File: src/rtl/core/hds_pkg.sv
// ----------------------------------------------------------------------------
// hds_pkg
// shared types, constants and helpers of the heat diffusion stencil
// ----------------------------------------------------------------------------
package hds_pkg;

	localparam int DEF_MAX_WIDTH  = 512;
	localparam int DEF_MAX_HEIGHT = 512;

	localparam int TEMP_W  = 16;
	localparam int ENTRY_W = 18;
	localparam int GEOM_W  = 10;
	localparam int CFG_W   = 16;

	localparam logic [15:0] LIQ_SCALE = 16'd13107;

	localparam logic [GEOM_W-1:0] RST_GRID_WIDTH  = 10'd400;
	localparam logic [GEOM_W-1:0] RST_GRID_HEIGHT = 10'd300;
	localparam logic [CFG_W-1:0]  RST_AMBIENT     = 16'd800;
	localparam logic [CFG_W-1:0]  RST_FACTOR_MAT  = 16'd3146;
	localparam logic [CFG_W-1:0]  RST_FACTOR_AIR  = 16'd524;
	localparam logic [CFG_W-1:0]  RST_COOL_MAT    = 16'd2147;
	localparam logic [CFG_W-1:0]  RST_COOL_AIR    = 16'd268;

	typedef enum logic [2:0] {
		REG_GRID_WIDTH  = 3'd0,
		REG_GRID_HEIGHT = 3'd1,
		REG_AMBIENT     = 3'd2,
		REG_FACTOR_MAT  = 3'd3,
		REG_FACTOR_AIR  = 3'd4,
		REG_COOL_MAT    = 3'd5,
		REG_COOL_AIR    = 3'd6
	} reg_idx_t;

	// how the result of one cell is formed
	typedef enum logic [1:0] {
		MODE_AMBIENT  = 2'd0,
		MODE_KEEP     = 2'd1,
		MODE_INTERIOR = 2'd2
	} mode_t;

	typedef struct packed {
		logic  valid;
		mode_t mode;
		logic  last;
	} emit_t;

	// factor times 0.2, rounded half up
	function automatic logic [CFG_W-1:0] liquid_scale(input logic [CFG_W-1:0] f);
		logic [29:0] p;
		p = 30'(f) * 30'(LIQ_SCALE) + 30'd32768;
		return 16'(p[29:16]);
	endfunction

endpackage

File: src/rtl/core/hds_seq.sv
// ----------------------------------------------------------------------------
// hds_seq
// input side: write pointer, pending count, result position and addresses
// ----------------------------------------------------------------------------
module hds_seq #(
	parameter int MAX_WIDTH  = hds_pkg::DEF_MAX_WIDTH,
	parameter int MAX_HEIGHT = hds_pkg::DEF_MAX_HEIGHT,
	parameter int DEPTH      = 2 * MAX_WIDTH + 2,
	parameter int AW         = $clog2(DEPTH),
	parameter int WB         = $clog2(MAX_WIDTH + 1),
	parameter int HB         = $clog2(MAX_HEIGHT + 1)
) (
	input  logic           clk,
	input  logic           arst_n,
	input  logic           in_valid,
	input  logic           req_type,
	input  logic           adv,
	input  logic [WB-1:0]  width_eff,
	input  logic [HB-1:0]  height_eff,
	output logic           we,
	output logic [AW-1:0]  wr_addr,
	output logic [AW-1:0]  addr_c,
	output logic [AW-1:0]  addr_r,
	output logic [AW-1:0]  addr_u,
	output logic [AW-1:0]  addr_d,
	output hds_pkg::emit_t emit
);

	localparam int PB = $clog2(DEPTH + 1);
	localparam logic [AW:0] DEPTH_X = (AW + 1)'(DEPTH);

	logic [AW-1:0] wr_q, rp_q;
	logic [PB-1:0] pending_q;
	logic [WB-1:0] col_q;
	logic [HB-1:0] row_q;

	logic          accept, is_cell, emit_now;
	logic [WB-1:0] col_inc;
	logic [HB-1:0] row_inc;
	logic [AW:0]   sum_d, sum_u;
	logic          col_end, row_end;

	assign accept  = in_valid & adv;
	assign is_cell = ~req_type;
	assign col_inc = WB'(col_q) + WB'(1);
	assign row_inc = HB'(row_q) + HB'(1);
	assign col_end = col_inc >= width_eff;
	assign row_end = row_inc >= height_eff;

	always_comb begin
		if (is_cell) begin
			emit_now = accept && (pending_q > PB'(width_eff));
		end else begin
			emit_now = accept && (pending_q != '0);
		end
	end

	// neighbor addresses around the result position, modulo the ring depth
	assign sum_d  = (AW + 1)'(rp_q) + (AW + 1)'(width_eff);
	assign sum_u  = (AW + 1)'(rp_q) + DEPTH_X - (AW + 1)'(width_eff);
	assign addr_c = rp_q;
	assign addr_r = (rp_q == AW'(DEPTH - 1)) ? '0 : rp_q + AW'(1);
	assign addr_d = (sum_d >= DEPTH_X) ? AW'(sum_d - DEPTH_X) : AW'(sum_d);
	assign addr_u = (sum_u >= DEPTH_X) ? AW'(sum_u - DEPTH_X) : AW'(sum_u);

	assign we      = accept & is_cell;
	assign wr_addr = wr_q;

	always_comb begin
		emit.valid = emit_now;
		emit.last  = row_end & col_end;
		if (row_q == '0 || col_q == '0 || col_end) begin
			emit.mode = hds_pkg::MODE_AMBIENT;
		end else if (row_end) begin
			emit.mode = hds_pkg::MODE_KEEP;
		end else begin
			emit.mode = hds_pkg::MODE_INTERIOR;
		end
	end

	always_ff @(posedge clk or negedge arst_n) begin
		if (!arst_n) begin
			wr_q      <= '0;
			rp_q      <= '0;
			pending_q <= '0;
			col_q     <= '0;
			row_q     <= '0;
		end else begin
			if (we) begin
				wr_q <= (wr_q == AW'(DEPTH - 1)) ? '0 : wr_q + AW'(1);
			end
			if (emit_now) begin
				rp_q <= addr_r;
				if (col_end) begin
					col_q <= '0;
					row_q <= row_end ? '0 : row_inc;
				end else begin
					col_q <= col_inc;
				end
			end
			if (we && pending_q != PB'(DEPTH)) begin
				if (!emit_now) begin
					pending_q <= pending_q + PB'(1);
				end
			end else if (emit_now) begin
				pending_q <= pending_q - PB'(1);
			end
		end
	end

endmodule

File: config.mk
export PLATFORM = sky130hd
export DESIGN_NAME = hds_seq
export DESIGN_NICKNAME = d
export VERILOG_FILES = /design/src/rtl/core/hds_pkg.sv /design/src/rtl/core/hds_seq.sv
export SDC_FILE = /design/constraint.sdc
export NUM_CORES = 1
export LEC_CHECK = 0
export BUFFER_PORTS_ARGS = -buffer_cell sky130_fd_sc_hd__buf_4
export CORE_MARGIN = 1
export CORE_UTILIZATION = 35
export CTS_BUF_LIST = sky130_fd_sc_hd__clkbuf_2
export DETAILED_ROUTE_END_ITERATION = 8
export GPL_ROUTABILITY_DRIVEN = 1
export PLACE_DENSITY = 0.5
export SLEW_MARGIN = 30
export SYNTH_ARGS = -nofsm -noshare
export SYNTH_HDL_FRONTEND = slang
export SYNTH_SLANG_ARGS = --single-unit
File: constraint.sdc
create_clock -name clk -period 5 [get_ports clk]
set_input_delay 0.25 -clock clk [delete_from_list [all_inputs] [get_ports clk]]
set_output_delay 0.25 -clock clk [all_outputs]
set_load 0.01 [all_outputs]
# Word-level counts from Yosys, hierarchy flattened
# Cells that the tools add are included.
[word_totals] register_bits=53 out_inout_bits=60
[classes] magnitude_cmp=5 eq_ne=4 addsub=11 reduce_logical=11 n_bitwise=4 muxes=12
[op_table] op="$mux W11" count=7
[op_table] op="$add A11 B1 Y11 const B" count=3
[op_table] op="$ge A12 B11 Y1 const B" count=2
[op_table] op="$eq A11 B11 Y1 const B" count=2
[op_table] op="$sub A11 B11 Y11 const B" count=2
[op_table] op="$add A10 B1 Y10 const B" count=2
[op_table] op="$ge A10 B10 Y1" count=2
[op_table] op="$logic_not A10 Y1" count=2
[op_table] op="$mux W10" count=2
[op_table] op="$add A11 B10 Y12" count=1
[op_table] op="$add A11 B11 Y12 const B" count=1
[op_table] op="$sub A12 B10 Y12" count=1
[op_table] op="$gt A11 B10 Y1" count=1
[op_table] op="$ne A11 B11 Y1 const B" count=1
[op_table] op="$reduce_bool A11 Y1" count=1
[op_table] op="$sub A11 B1 Y11 const B" count=1
[op_table] op="$mux W2" count=2
[op_table] op="$reduce_and A2 Y1" count=2
[op_table] op="$and A1 B1 Y1" count=3
[op_table] op="$logic_and A1 B1 Y1" count=3
[op_table] op="$logic_or A1 B1 Y1" count=2
[op_table] op="$ne A2 B2 Y1 const B" count=1
[op_table] op="$reduce_bool A2 Y1" count=1
[op_table] op="$mux W1" count=1
[op_table] op="$not A1 Y1" count=1

# Longest topological paths before layout
[depth] word_depth=5 ltp_mapped=14

# Worst setup path before layout
# No wires, ideal clock.
[synth_path] kind="register to register" start="register pending_q[4]" end="register pending_q[9]" t_arrival_ns=3.495 n_path_buf=0 setup_slack_ns=1.440 period_less_slack_ns=3.560 stages_incl_launch_ff=14 cell_sequence="dfrtp_1 -> or4_1 -> nor4_1 -> nand3_1 -> nand2_1 -> ha_1 -> a21o_1 -> a21oi_1 -> o21bai_1 -> a21oi_1 -> o21ai_0 -> or4b_2 -> nand3_1 -> mux2_2"
[synth_between] elab_chain_cells=5 elab_cells_between_ends=15
[synth_rtl] item="start, declared" line="hds_seq.sv:33" source="logic [PB-1:0] pending_q;"
[synth_rtl] item="start signal, assigned" line="hds_seq.sv:103" source="pending_q <= pending_q + PB'(1);"
[synth_rtl] item="start signal, assigned" line="hds_seq.sv:106" source="pending_q <= pending_q - PB'(1);"
[synth_rtl] item="$gt A11 B10 Y1 or $reduce_bool A11 Y1 (tied branches)" line="hds_seq.sv:52, hds_seq.sv:54"
[synth_rtl] item="$logic_and A1 B1 Y1, on equally long branches" line="hds_seq.sv:52, hds_seq.sv:54"
[synth_rtl] item="$mux W1" line="hds_seq.sv:51" source="if (is_cell) begin"
[synth_rtl] item="$ne A2 B2 Y1 (no source line) or $reduce_bool A2 Y1 (tied branches)"
[synth_rtl] item="$reduce_and A2 Y1 (no source line)"
# Several ways; a longest one is shown, not always the timed one. The select of a mux whose other input is x is not followed.
# A chain may end at the register's enable or synchronous reset.

# Worst setup path after layout
[layout_path] start="register rp_q[1], in the netlist addr_c[1]" end="output port addr_u[2]"
[layout_between] elab_chain_cells=4 elab_cells_between_ends=5
[layout_rtl] item="start, declared" line="hds_seq.sv:32" source="logic [AW-1:0] wr_q, rp_q;"
[layout_rtl] item="start signal, assigned" line="hds_seq.sv:93" source="rp_q <= addr_r;"
[layout_rtl] item="$add A11 B11 Y12 *" line="hds_seq.sv:60" source="assign sum_u = (AW + 1)'(rp_q) + DEPTH_X - (AW + 1)'(width_eff);"
[layout_rtl] item="$sub A12 B10 Y12 *" line="hds_seq.sv:60"
[layout_rtl] item="$sub A11 B11 Y11 or $ge A12 B11 Y1 (tied branches)" line="hds_seq.sv:64" source="assign addr_u = (sum_u >= DEPTH_X) ? AW'(sum_u - DEPTH_X) : AW'(sum_u);"
[layout_rtl] item="$mux W11 *" line="hds_seq.sv:64"
[layout_rtl] item="end, declared" line="hds_seq.sv:24" source="output logic [AW-1:0] addr_u,"
# Mark *: on every way between the ends. The rest lies on a longest branch, timed or not.

==> summary.md <==
| Metric | Value |
|---|---|
| Outcome | complete, no violations |
| Worst path most repeated cell | inv_1 |
| CTS root buf | clkbuf_2 |
| Critical-path cell list | inv_1 > ha_1 > inv_1 > ha_1 > inv_1 > fa_1 > nor2b_1 > o31a_1 > o22ai_1 > a31oi_1 > o211ai_1 > a31oi_1 > or2_1 > mux2i_1 > buf_4 |
| Initial core utilization | between 30% and 40% |
| Critical Path RT | around 4.8 ns |
| Number of nets in the layout | between 800 and 900 |
| Vias in the first global route | 4839 |
| Setup tns final | 0 ns |
| Mux contribution to synthesized area | 3.29% |
| Sequential cell area | around 1300 um^2 |
| Critical path peak fanout | 7 |
| Dpl cells | 944 |
| GRT Util Overall | 18.5% |
| Final setup fails | 0 |
| Max_cap viols | 0 |
| Number of cell rows | 46 |
| Antenna Nets Post-Route | 0 |
| Largest family of logic cells by synthesized area | simple AND/OR/NAND/NOR gates |
| Syn Nets | 760 |
| Core area | 15800 um^2 |
| Max Freq | roughly 220 MHz |
| Post-synthesis cell type count | 70 |
| Fin crit period | 4.47 ns |
| Post-synthesis simple-gate area fraction | a little over a fifth |
| Crit. End Element | primary output |
| Area share of fa/ha/maj cells after synthesis | 18.5% |
| Worst-case clock buffer depth | 2 |
| Pre-antenna DRT Iters | 4 |
| Port bufs | 84 |
| WP buf/inv | 4 |
| Path category of the worst min-delay check | in -> reg |
| Synth area leaders | dfrtp_1, ha_1, xnor2_1 |
| Cells after synthesis | between 600 and 700 |
| CP peak stage delay | 0.48 ns |
| Largest net degree at the start of global routing | 54 |
| Layout Cells excl Fill | 953 |
| CTS H-Tree Depth | 2 |
| Die Wd | 129 um |
| Leak pwr | 3.22 nW |
| Inserted Clock Buffers | 5 |
| Mapped cell area | 5670 um^2 |
| Compound-Gate Fraction of Synth Area | 18.5% |
| Detailed Route Iter0 Violations | 191 |
| Post-synthesis average cell area | 8.69 um^2 |
| Initial antenna violation count | 0 |
| WL final | 15.0 mm |
| Proportion of layout cells with a drive suffix above 1 | approximately 17% |
| Vias per cell | around 5.3 |
| Pins over their slew limit | 0 |
| Skew-Pair Late Insertion Delay | just over 0.5 ns |
| Clock skew | 0.0277 ns |
| Clock transition at the registers of the reported paths | 0.31 ns |
| Period utilization | about nine tenths |
| Drt wl/cell | around 16 um |
| GRT overflow | 0 |
| RSZ-0062 raised after global routing | false |
| Syn-to-layout area delta | 16.2% |
| Top delay family on crit path | compound AO/OA/AOI/OAI gates |
| Post-synthesis xor/xnor area fraction | 11.1% |
| Cell Pwr Density | 428 nW/um^2 |
| Die area | 16700 um^2 |
| CTS tree | built |
| Vias | roughly 5000 |
| Worst EP arrival | 4.22 ns |
| WS Path Type | reg -> out |
| Die Y | 129 um |
| Sequential-to-total area share from yosys stat | 23.4% |
| DP Wirelength | 11.9 mm |
| Slowest-stage cell, CP | dfrtp_1 |
| Fin. Hold Viols | 0 |
| Yosys top cell by area | dfrtp_1 |
| Rel. slew slack | 49.0% |
| Multi-input gate area | 4130 um^2 |
| Ys flop type | dfrtp_1 |
| #FFs+latches synth | 53 |
| Resized Gates After CTS | 0 |
| Max VDD drop | 202 uV |
| Antenna cells | 0 |
| Fraction of registers with async set/reset | 100% |
| Worst-Margin Slew | 0.759 ns |
| Critical path startpoint category | flop |
| Fillers | 1592 |
| First-pass GRT wire length | between 20 and 25 mm |
| Synth warn | 0 |
| EDFF count, synth | 0 |
| Gpl congestion | 0.843 |
| Post-synth top area share | 23.4% |
| Clock sinks | 53 |
| Ports | between 80 and 90 |
| Remaining design rule violation count | 0 |
==> kinds of logic (layout without fill, tap and decap cells) <==
group,count (synthesis),after routing
xor gates and xnor gates,72,72
and+or+nand+nor,229,229
adders and majority gates,82,82
muxes,17,17
AOI/OAI and AO/OA,143,143
buffers and inverters,57,141
DFF,53,53
==> registers in the layout (all words and copies together) (netlist names) <==
signal,cells
col_q,10
addr_c,11
wr_addr,11
pending_q,11
row_q,10
==> where the power goes <==
group	switching, mW	internal [mW]	total (mW)	leakage (nW)
sequential	0.165	0.530	0.695	0.694
clock	0.156	0.0361	0.192	0.0310
combinational	1.02	0.909	1.93	2.50
total	1.35	1.47	2.82	3.22
==> cell type report <==
type | instances | area share [%]
Sequential cell | 53 | 20.1
Clock buffer | 5 | 0.380
Inverter | 47 | 2.68
Multi-Input combinational cell | 543 | 62.6
Clock inverter | 3 | 0.323
Tap cell | 216 | 4.10
Timing Repair Buffer | 86 | 9.83
==> through the flow <==
step	total power, mW	cell area, um^2	hold slack, ns	utilization, %	setup WS, ns
global placement	2.60	6540	0.352	41.3	1.22
detailed placement	2.64	6540	0.358	41.3	1.09
floorplan	2.00	5670	-0.0456	-	1.44
finish	2.82	6590	0.169	41.7	0.528
global route	3.10	6590	0.104	41.7	0.116
CTS	2.86	6590	0.0942	41.7	0.445
==> what timing repair did <==
item                                   4_1_cts  5_1_grt
endpoints found under the hold margin       53        0
buffers inserted                             0        0
hold buffers                                 1        0
==> metal layers <==
| metal | vias to the layer above | wire length [um] | GRT usage (%) |
|---|---|---|---|
| li1 | 2514 | - | - |
| met1 | 2433 | 7120 | 24.5 |
| met2 | 88 | 7140 | 32.0 |
| met3 | 11 | 546 | 2.44 |
| met4 | 0 | 157 | 4.01 |
| met5 | - | 0 | 0 |
==> cells in the mapped netlist (5+ instances only) <==
cell type  instances
clkbuf_1           7
mux2_2            13
inv_1             44
nand2b_1          11
a21o_1            17
xnor2_1           49
nor2b_1           19
dfrtp_1           53
o211ai_1           8
a31oi_1            5
o21ai_0           36
nand2_1           58
nor4_1            10
and3_1            14
or3_1             10
ha_1              79
a22o_1             5
nor2_1            37
xor2_1            23
nand3_1           26
nor3_1             9
nand4_1            6
a21oi_1           20
o21a_1            10
==> cells in the final DEF, fill, tap and decap left out, types with 5 or more instances in the layout <==
master,Yosys,routed
a21o_1,17,17
a21oi_1,20,20
a22o_1,5,5
a31oi_1,5,5
and3_1,14,14
buf_4,2,85
clkbuf_2,0,5
dfrtp_1,53,53
ha_1,79,79
inv_1,44,44
mux2_2,13,13
nand2_1,58,58
nand2b_1,11,11
nand3_1,26,26
nand4_1,6,6
nor2_1,37,37
nor2b_1,19,19
nor3_1,9,9
nor4_1,10,10
o211ai_1,8,8
o21a_1,10,10
o21ai_0,36,36
or3_1,10,10
xnor2_1,49,49
xor2_1,23,23
==> worst register-to-register path, delay by kind of cell (launching register included) <==
| family | cells | cell delay [ns] |
|---|---|---|
| mux | 1 | 0.15 |
| flops | 1 | 0.49 |
| simple gates | 6 | 2.14 |
| fa+ha+maj | 1 | 0.31 |
| compound gates | 5 | 0.89 |
==> final timing paths <==
| check | cells after the start | slack, ns | startpoint | end |
|---|---|---|---|---|
| hold reg to reg | 1 | 0.54 | wr_addr[7] | wr_addr[7] |
| setup / recovery | 15 | 0.53 | addr_c[1] | addr_u[2] |
| hold / removal | 3 | 0.17 | req_type | wr_addr[0] |
| max in group asynchronous | 2 | 4.25 | arst_n | addr_c[2] |
| min in group asynchronous | 2 | 0.28 | arst_n | col_q[0] |
| setup reg to reg | 13 | 1.00 | pending_q[4] | pending_q[9] |
(Power assumes the default switching activity.)
