$ cat config.mk
export PLATFORM = sky130hd
export DESIGN_NAME = hds_calc
export DESIGN_NICKNAME = d
export VERILOG_FILES = /design/src/rtl/core/hds_pkg.sv /design/src/rtl/core/hds_calc.sv
export SDC_FILE = /design/constraint.sdc
export NUM_CORES = 2
export LEC_CHECK = 0
export ABC_AREA = 1
export BUFFER_PORTS_ARGS = -buffer_cell sky130_fd_sc_hd__buf_2
export CAP_MARGIN = 0
export CORE_ASPECT_RATIO = 1.1
export CORE_MARGIN = 2
export CORE_UTILIZATION = 37
export DETAILED_ROUTE_END_ITERATION = 7
export HOLD_SLACK_MARGIN = 0.05
export PLACE_DENSITY = 0.61
export SLEW_MARGIN = 25
export SYNTH_ARGS = -nofsm -noshare
export SYNTH_HDL_FRONTEND = slang
export SYNTH_SLANG_ARGS = --single-unit
$ cat constraint.sdc
create_clock -name clk -period 12.4 [get_ports clk]
set_input_delay 1.24 -clock clk [delete_from_list [all_inputs] [get_ports clk]]
set_output_delay 1.24 -clock clk [all_outputs]
set_load 0.05 [all_outputs]
$ cat src/rtl/core/hds_pkg.sv
// ----------------------------------------------------------------------------
// hds_pkg
// shared types, constants and helpers of the heat diffusion stencil
// ----------------------------------------------------------------------------
package hds_pkg;

	localparam int DEF_MAX_WIDTH  = 512;
	localparam int DEF_MAX_HEIGHT = 512;

	localparam int TEMP_W  = 16;
	localparam int ENTRY_W = 18;
	localparam int GEOM_W  = 10;
	localparam int CFG_W   = 16;

	localparam logic [15:0] LIQ_SCALE = 16'd13107;

	localparam logic [GEOM_W-1:0] RST_GRID_WIDTH  = 10'd400;
	localparam logic [GEOM_W-1:0] RST_GRID_HEIGHT = 10'd300;
	localparam logic [CFG_W-1:0]  RST_AMBIENT     = 16'd800;
	localparam logic [CFG_W-1:0]  RST_FACTOR_MAT  = 16'd3146;
	localparam logic [CFG_W-1:0]  RST_FACTOR_AIR  = 16'd524;
	localparam logic [CFG_W-1:0]  RST_COOL_MAT    = 16'd2147;
	localparam logic [CFG_W-1:0]  RST_COOL_AIR    = 16'd268;

	typedef enum logic [2:0] {
		REG_GRID_WIDTH  = 3'd0,
		REG_GRID_HEIGHT = 3'd1,
		REG_AMBIENT     = 3'd2,
		REG_FACTOR_MAT  = 3'd3,
		REG_FACTOR_AIR  = 3'd4,
		REG_COOL_MAT    = 3'd5,
		REG_COOL_AIR    = 3'd6
	} reg_idx_t;

	// how the result of one cell is formed
	typedef enum logic [1:0] {
		MODE_AMBIENT  = 2'd0,
		MODE_KEEP     = 2'd1,
		MODE_INTERIOR = 2'd2
	} mode_t;

	typedef struct packed {
		logic  valid;
		mode_t mode;
		logic  last;
	} emit_t;

	// factor times 0.2, rounded half up
	function automatic logic [CFG_W-1:0] liquid_scale(input logic [CFG_W-1:0] f);
		logic [29:0] p;
		p = 30'(f) * 30'(LIQ_SCALE) + 30'd32768;
		return 16'(p[29:16]);
	endfunction

endpackage

$ cat src/rtl/core/hds_calc.sv
// ----------------------------------------------------------------------------
// hds_calc
// stencil arithmetic pipeline and output register
// ----------------------------------------------------------------------------
module hds_calc (
	input  logic                        clk,
	input  logic                        arst_n,
	input  hds_pkg::emit_t              emit,
	input  logic [hds_pkg::ENTRY_W-1:0] ent_c,
	input  logic [hds_pkg::ENTRY_W-1:0] ent_r,
	input  logic [hds_pkg::ENTRY_W-1:0] ent_u,
	input  logic [hds_pkg::ENTRY_W-1:0] ent_d,
	input  logic [15:0]                 ambient,
	input  logic [15:0]                 factor_mat,
	input  logic [15:0]                 factor_air,
	input  logic [15:0]                 cool_mat,
	input  logic [15:0]                 cool_air,
	input  logic [15:0]                 factor_liq,
	input  logic [15:0]                 cool_liq,
	output logic                        adv,
	output logic                        out_valid,
	input  logic                        out_ready,
	output logic [15:0]                 out_temp,
	output logic                        out_last
);

	// stage 1
	logic                  v_s1, last_s1;
	hds_pkg::mode_t        mode_s1;
	logic [15:0]           left_q;
	// stage 2
	logic                  v_s2, last_s2, mat_s2;
	hds_pkg::mode_t        mode_s2;
	logic [15:0]           c_s2, k_s2;
	logic signed [35:0]    prod_s2;
	// stage 3
	logic                  v_s3, last_s3, mat_s3;
	hds_pkg::mode_t        mode_s3;
	logic [15:0]           c_s3;
	logic signed [20:0]    t1_s3;
	logic signed [38:0]    prod_s3;

	logic en_o, en_s3, en_s2;

	assign en_o  = ~out_valid | out_ready;
	assign en_s3 = en_o | ~v_s3;
	assign en_s2 = en_s3 | ~v_s2;
	assign adv   = en_s2 | ~v_s1;

	// stage 1: laplacian, factor select, first product
	logic               mat1, liq1;
	logic signed [18:0] lap;
	logic [15:0]        f_sel, k_sel;
	logic signed [35:0] prod1;

	assign mat1 = ent_c[16];
	assign liq1 = ent_c[16] & ent_c[17];
	assign lap  = 19'(signed'(left_q)) + 19'(signed'(ent_r[15:0]))
		+ 19'(signed'(ent_u[15:0])) + 19'(signed'(ent_d[15:0]))
		- (19'(signed'(ent_c[15:0])) <<< 2);

	always_comb begin
		if (!mat1) begin
			f_sel = factor_air;
			k_sel = cool_air;
		end else if (liq1) begin
			f_sel = factor_liq;
			k_sel = cool_liq;
		end else begin
			f_sel = factor_mat;
			k_sel = cool_mat;
		end
	end

	assign prod1 = 36'($signed({1'b0, f_sel})) * 36'(lap);

	// stage 2: t1 and cooling product
	logic signed [35:0] pr1;
	logic signed [20:0] t1;
	logic signed [21:0] diff;
	logic signed [38:0] prod2;

	assign pr1   = prod_s2 + 36'sh8000;
	assign t1    = 21'(signed'(c_s2)) + {pr1[35], pr1[35:16]};
	assign diff  = 22'(signed'(ambient)) - 22'(t1);
	assign prod2 = 39'($signed({1'b0, k_s2})) * 39'(diff);

	// stage 3: final sum, saturation, boundary select
	logic signed [38:0] pr2;
	logic signed [21:0] res;
	logic [15:0]        sat, fin;

	assign pr2 = prod_s3 + 39'sh800000;
	assign res = 22'(t1_s3) + 22'(signed'(pr2[38:24]));

	always_comb begin
		if (res > 22'sd32767) begin
			sat = 16'h7fff;
		end else if (res < -22'sd32768) begin
			sat = 16'h8000;
		end else begin
			sat = res[15:0];
		end
		unique case (mode_s3)
			hds_pkg::MODE_AMBIENT:  fin = ambient;
			hds_pkg::MODE_KEEP:     fin = mat_s3 ? c_s3 : ambient;
			hds_pkg::MODE_INTERIOR: fin = sat;
			default:                fin = ambient;
		endcase
	end

	always_ff @(posedge clk or negedge arst_n) begin
		if (!arst_n) begin
			v_s1      <= 1'b0;
			v_s2      <= 1'b0;
			v_s3      <= 1'b0;
			out_valid <= 1'b0;
		end else begin
			if (adv) begin
				v_s1 <= emit.valid;
			end
			if (en_s2) begin
				v_s2 <= v_s1;
			end
			if (en_s3) begin
				v_s3 <= v_s2;
			end
			if (en_o) begin
				out_valid <= v_s3;
			end
		end
	end

	always_ff @(posedge clk) begin
		if (adv) begin
			mode_s1 <= emit.mode;
			last_s1 <= emit.last;
		end
		if (en_s2) begin
			mode_s2 <= mode_s1;
			last_s2 <= last_s1;
			mat_s2  <= mat1;
			c_s2    <= ent_c[15:0];
			k_s2    <= k_sel;
			prod_s2 <= prod1;
		end
		// left neighbor is the center of the previous result
		if (en_s2 && v_s1) begin
			left_q <= ent_c[15:0];
		end
		if (en_s3) begin
			mode_s3 <= mode_s2;
			last_s3 <= last_s2;
			mat_s3  <= mat_s2;
			c_s3    <= c_s2;
			t1_s3   <= t1;
			prod_s3 <= prod2;
		end
		if (en_o) begin
			out_temp <= fin;
			out_last <= last_s3;
		end
	end

endmodule

Word-level counts from Yosys, hierarchy flattened
Index checks and enable logic that the tools add are counted.
{ "op_classes": {"add_sub_neg": 9, "n_mul": 2, "magnitude_cmp": 2, "eq_ne": 2, "muxes": 8, "bitwise": 9, "reduce_logical": 1} }
{ "op_table": {"columns": ["op", "n"], "rows": [
  ["$mux 16", 7],
  ["$add 39x25->39 const B", 1],
  ["$mul 17x22->39", 1],
  ["$add 36x17->36 const B", 1],
  ["$mul 17x19->36", 1],
  ["$pmux 16 s2", 1],
  ["$add 21x15->22", 1],
  ["$gt 22x16->1 const B", 1],
  ["$lt 22x16->1 const B", 1],
  ["$sub 16x21->22", 1],
  ["$add 16x20->21", 1],
  ["$add 18x16->19", 1],
  ["$sub 19x18->19", 1],
  ["$add 17x16->18", 1],
  ["$add 16x16->17", 1],
  ["$not 1->1", 4],
  ["$or 1x1->1", 4],
  ["$eq 2x1->1 const B", 1],
  ["$eq 2x2->1 const B", 1],
  ["$and 1x1->1", 1],
  ["$logic_and 1x1->1", 1]
]} }
{ "word_totals": {"register_bits": 192, "out_inout_bits": 19} }

Logic depth before layout (Yosys ltp)
{ "logic_depth": {"ltp_word": 6, "ltp_mapped": 51, "depth_no_buf": 51} }

Worst setup path after synthesis
OpenSTA, ideal clock, no wires.
{ "synth_path": {"path_type": "input-to-reg", "from": "in ent_r[2] in the netlist's numbering", "to": "reg prod_s2[31] (data pin)", "setup_ps": 265, "arrival_time_ps": 8926, "t_required_ps": 12135, "slack_ps": 3209, "path_stages": 38, "path_buffers": 1, "cell_sequence": "inv_1 -> fa_1 -> inv_1 -> fa_1 -> fa_1 -> fa_1 -> nand3_1 -> nand2_1 -> nand2_1 -> nand2_1 -> a21oi_1 -> o21ai_1 -> a21boi_1 -> o21ai_1 -> nand2_1 -> nand2_1 -> nand2_1 -> nand2_1 -> [2 not listed] -> nand2_1 -> fa_1 -> inv_1 -> fa_1 -> inv_1 -> fa_1 -> fa_1 -> fa_1 -> inv_1 -> fa_1 -> ha_1 -> a21oi_1 -> inv_1 -> a31oi_1 -> o21ai_0 -> a221oi_1 -> o21ai_0 -> xor2_1"} }
{ "synth_between": {"elab_chain_cells": 5} }
{ "synth_lines": {"columns": ["item", "line_no", "text"], "rows": [
  ["from (decl)", "hds_calc.sv:10", "input logic [hds_pkg::ENTRY_W-1:0] ent_r,"],
  ["$add 16x16->17", "hds_calc.sv:58", "assign lap = 19'(signed'(left_q)) + 19'(signed'(ent_r[15:0]))"],
  ["$add 17x16->18", "hds_calc.sv:59", "+ 19'(signed'(ent_u[15:0])) + 19'(signed'(ent_d[15:0]))"],
  ["$add 18x16->19", "hds_calc.sv:59", null],
  ["$sub 19x18->19", "hds_calc.sv:60", "- (19'(signed'(ent_c[15:0])) <<< 2);"],
  ["$mul 17x19->36", "hds_calc.sv:75", "assign prod1 = 36'($signed({1'b0, f_sel})) * 36'(lap);"],
  ["named net prod1[31]", "hds_calc.sv:54", "logic signed [35:0] prod1;"],
  ["to (signal assigned)", "hds_calc.sv:145", "prod_s2 <= prod1;"],
  ["to (decl)", "hds_calc.sv:35", "logic signed [35:0] prod_s2;"]
]} }
The timed path passes the listed nets, and every way through them passes these cells.
A chain may end at the register's enable or synchronous reset.

Worst setup path in the final report
{ "layout_path": {"from": "reg prod_s2[17]", "to": "reg prod_s3[38] (data pin)"} }
{ "layout_between": {"elab_chain_cells": 4} }
{ "layout_lines": {"columns": ["item", "line_no", "text"], "rows": [
  ["$add 36x17->36", "hds_calc.sv:83", "assign pr1 = prod_s2 + 36'sh8000;"],
  ["$add 16x20->21", "hds_calc.sv:84", "assign t1 = 21'(signed'(c_s2)) + {pr1[35], pr1[35:16]};"],
  ["$sub 16x21->22", "hds_calc.sv:85", "assign diff = 22'(signed'(ambient)) - 22'(t1);"],
  ["$mul 17x22->39", "hds_calc.sv:86", "assign prod2 = 39'($signed({1'b0, k_s2})) * 39'(diff);"],
  ["named net prod2[38]", "hds_calc.sv:81", "logic signed [38:0] prod2;"],
  ["to (signal assigned)", "hds_calc.sv:157", "prod_s3 <= prod2;"],
  ["to (decl)", "hds_calc.sv:41", "logic signed [38:0] prod_s3;"]
]} }
The timed path passes the listed nets, and every way through them passes these cells.

==> results_dict.tcl <==
set metrics [dict create \
    synth_area_um2 36400 \
    syn-num-nets 5538 \
    cts_tree "built" \
    nets 5691 \
    async_flop_share_pct 2.60 \
    syn-mean-instance-area_um2 8.31 \
    ios 210 \
    holdCritStartpoint "mode_s1[0]$_DFFE_PP_" \
    cts_hold_buf 0 \
    startpoint "prod_s2[17]$_DFFE_PP_" \
    wl_um 98500 \
    layout_common_cells "inv_1, nand2_1, fa_1, nor2_1, ha_1" \
    status "completed" \
    drtAntennaViolNets 0 \
    drive_above_1_share_pct 8.01 \
    grt_pass1_vias 29100 \
    critPathKind "reg2reg" \
    cts_resized 0 \
    core_area_um2 97400 \
    post-route-util_pct 40.5 \
    synth_cell_types 54 \
    synth_warnings 0 \
    port_buffers 203 \
    grt_usage_pct 20.1 \
    cts_buffer_depth 2 \
    avgViaCountPerCell 4.83 \
    cts_setup_buffers 0 \
    syn_inst 4379 \
    synth_ff_type "edfxtp_1" \
    synth.ff_latch_count 154 \
    min_period_ns 10.34 \
    hold_class "reg2reg" \
    place_hpwl_um 84400 \
    crit_slowest_cell "fa_1" \
    fin_crit_sh_pct 83.4 \
    slew_violations 0 \
    avgRoutedWirePerCell_um 16.9 \
    grt_first_pass_wirelength_um 158000 \
    reg2reg_from "prod_s2[17]$_DFFE_PP_" \
    critPathLaunchType "register" \
    htree_levels 4 \
    finalSetupTns_ns 0 \
    route.detailed.drc 0 \
    path_clk_slew_ns 0.08 \
    drt_pre_antenna_iters 7 \
    row_count 120 \
    die_w_um 303 \
    synth_edf_count 150 \
    cp.arrival_ns 10.50 \
    die_h_um 333 \
    max_slew_margin_pct 25.6 \
    dieArea_um2 101000 \
    crit_required_ns 12.56 \
    cp-end-kind "register" \
    timing.fmax_mhz 96.7 \
    root_buffer "clkbuf_16" \
    drt_iter0_markers 1784 \
    grt_antenna_before_repair 3 \
    final_common_cell "inv_1" \
    fillers 9857 \
    hold_violations 0 \
    slowest_delay_ns 0.78 \
    worst_pin_slew_ns 1.11 \
    start_util_pct 37.3 \
    rr_worst_depth 42 \
    grt_max_degree 66 \
    numCtsBuffers 17 \
    vias 28100 \
    fin_worst_skew_ns 0.0244 \
    routabilityCongestion 0.915 \
    clock_sinks 154 \
    rsz0062_at_grt "false" \
    gr-total-overflow 0 \
    critical_path.max_fanout 16 \
    cap_viol_max_count 0 \
    clkLatencyLatePin_ns 0.45 \
    min_path_cells 0 \
    seq_area_frac_synth_pct 12.7 \
    area_growth_pct 8.40 \
    setup_viol 0 \
]
-- Yosys cell counts, types with 54 or more instances --
| cell type | instances | area [µm²] |
|---|---|---|
| nor2_1 | 409 | 1540 |
| edfxtp_1 | 150 | 4500 |
| fa_1 | 700 | 14000 |
| a21oi_1 | 190 | 951 |
| nand2_1 | 803 | 3010 |
| ha_1 | 268 | 3350 |
| o21ai_0 | 84 | 420 |
| nand3_1 | 137 | 686 |
| inv_1 | 1123 | 4220 |
| xnor2_1 | 54 | 473 |
| clkbuf_1 | 75 | 282 |
| xor2_1 | 83 | 727 |
-- area by class of cell --
| cell class | count | area, µm² | share of cell area (%) |
|---|---|---|---|
| Multi-Input combinational cell | 2983 | 27100 | 68.7 |
| Sequential cell | 154 | 4600 | 11.7 |
| Inverter | 1145 | 4300 | 10.9 |
| Tap cell | 1281 | 1600 | 4.06 |
| Timing Repair Buffer | 231 | 1230 | 3.11 |
| Clock buffer | 18 | 429 | 1.09 |
| Clock inverter | 14 | 176 | 0.447 |
| Antenna cell | 1 | 2.50 | 0.00635 |
-- path summary, 6_finish.rpt --
kind / end / slack [ns]
max: prod_s3[38]$_DFFE_PP_ / 2.06
min: mode_s2[0]$_DFFE_PP_ / 0.42
max reg2reg: prod_s3[38]$_DFFE_PP_ / 2.06
min reg2reg: mode_s2[0]$_DFFE_PP_ / 0.42
max in group asynchronous: v_s1$_DFFE_PN0P_ / 11.69
min in group asynchronous: v_s3$_DFFE_PN0P_ / 0.59
-- sequential cells by signal, summed over array words and instances (netlist names) --
| name | flops |
|---|---|
| mat_s2 | 1 |
| k_s2 | 16 |
| t1_s3 | 21 |
| out_valid | 1 |
| last_s2 | 1 |
| mode_s3 | 2 |
| left_q | 16 |
| c_s3 | 16 |
| prod_s2 | 21 |
| out_last | 1 |
| mode_s2 | 2 |
| mode_s1 | 2 |
| c_s2 | 16 |
| mat_s3 | 1 |
| v_s2 | 1 |
| last_s3 | 1 |
| prod_s3 | 16 |
| last_s1 | 1 |
| out_temp | 16 |
| v_s3 | 1 |
| v_s1 | 1 |
-- layer usage --
metal	GRT usage, %	share of wire, %	vias to the layer above
met5	0	0	-
met4	5.29	2.6	0
met3	1.92	5.3	122
met2	34.2	48	779
met1	27.4	44	13800
li1	-	-	13400
-- critical path, delay by kind of cell (launching register included) --
| kind | cells | cell delay, ns |
|---|---|---|
| XOR/XNOR | 3 | 0.58 |
| buffers and inverters | 7 | 0.52 |
| AND/OR/NAND/NOR | 13 | 2.20 |
| flip-flops | 1 | 0.39 |
| adder cells (fa/ha/maj) | 9 | 4.34 |
| AO/OA/AOI/OAI | 10 | 2.02 |
-- per-stage QoR --
stage	area, µm²	worst slack (ns)	instances	hold WS (ns)
6_report	39400	2.06	5827	0.418
3_5_place_dp	38800	1.90	5794	0.405
5_1_grt	39400	1.22	5826	0.426
3_3_place_gp	38800	1.99	5794	0.402
2_1_floorplan	36400	3.21	4379	0.400
4_1_cts	39400	2.01	5826	0.423
-- kinds of logic (layout without fill, tap and decap cells) --
group	count (synthesis)	in the layout	share of synthesized area, %
xor gates and xnor gates	138	138	3.34
and+or+nand+nor	1500	1500	17.4
DFF	154	154	12.7
buffers and inverters	1242	1408	12.9
other	0	1	0
AOI/OAI and AO/OA	361	361	5.51
adders and majority gates	968	968	47.7
muxes	16	16	0.440
Power is left out: the tool's default activity adds up to more than one toggle a clock period on the data nets, which glitch-free logic cannot reach.
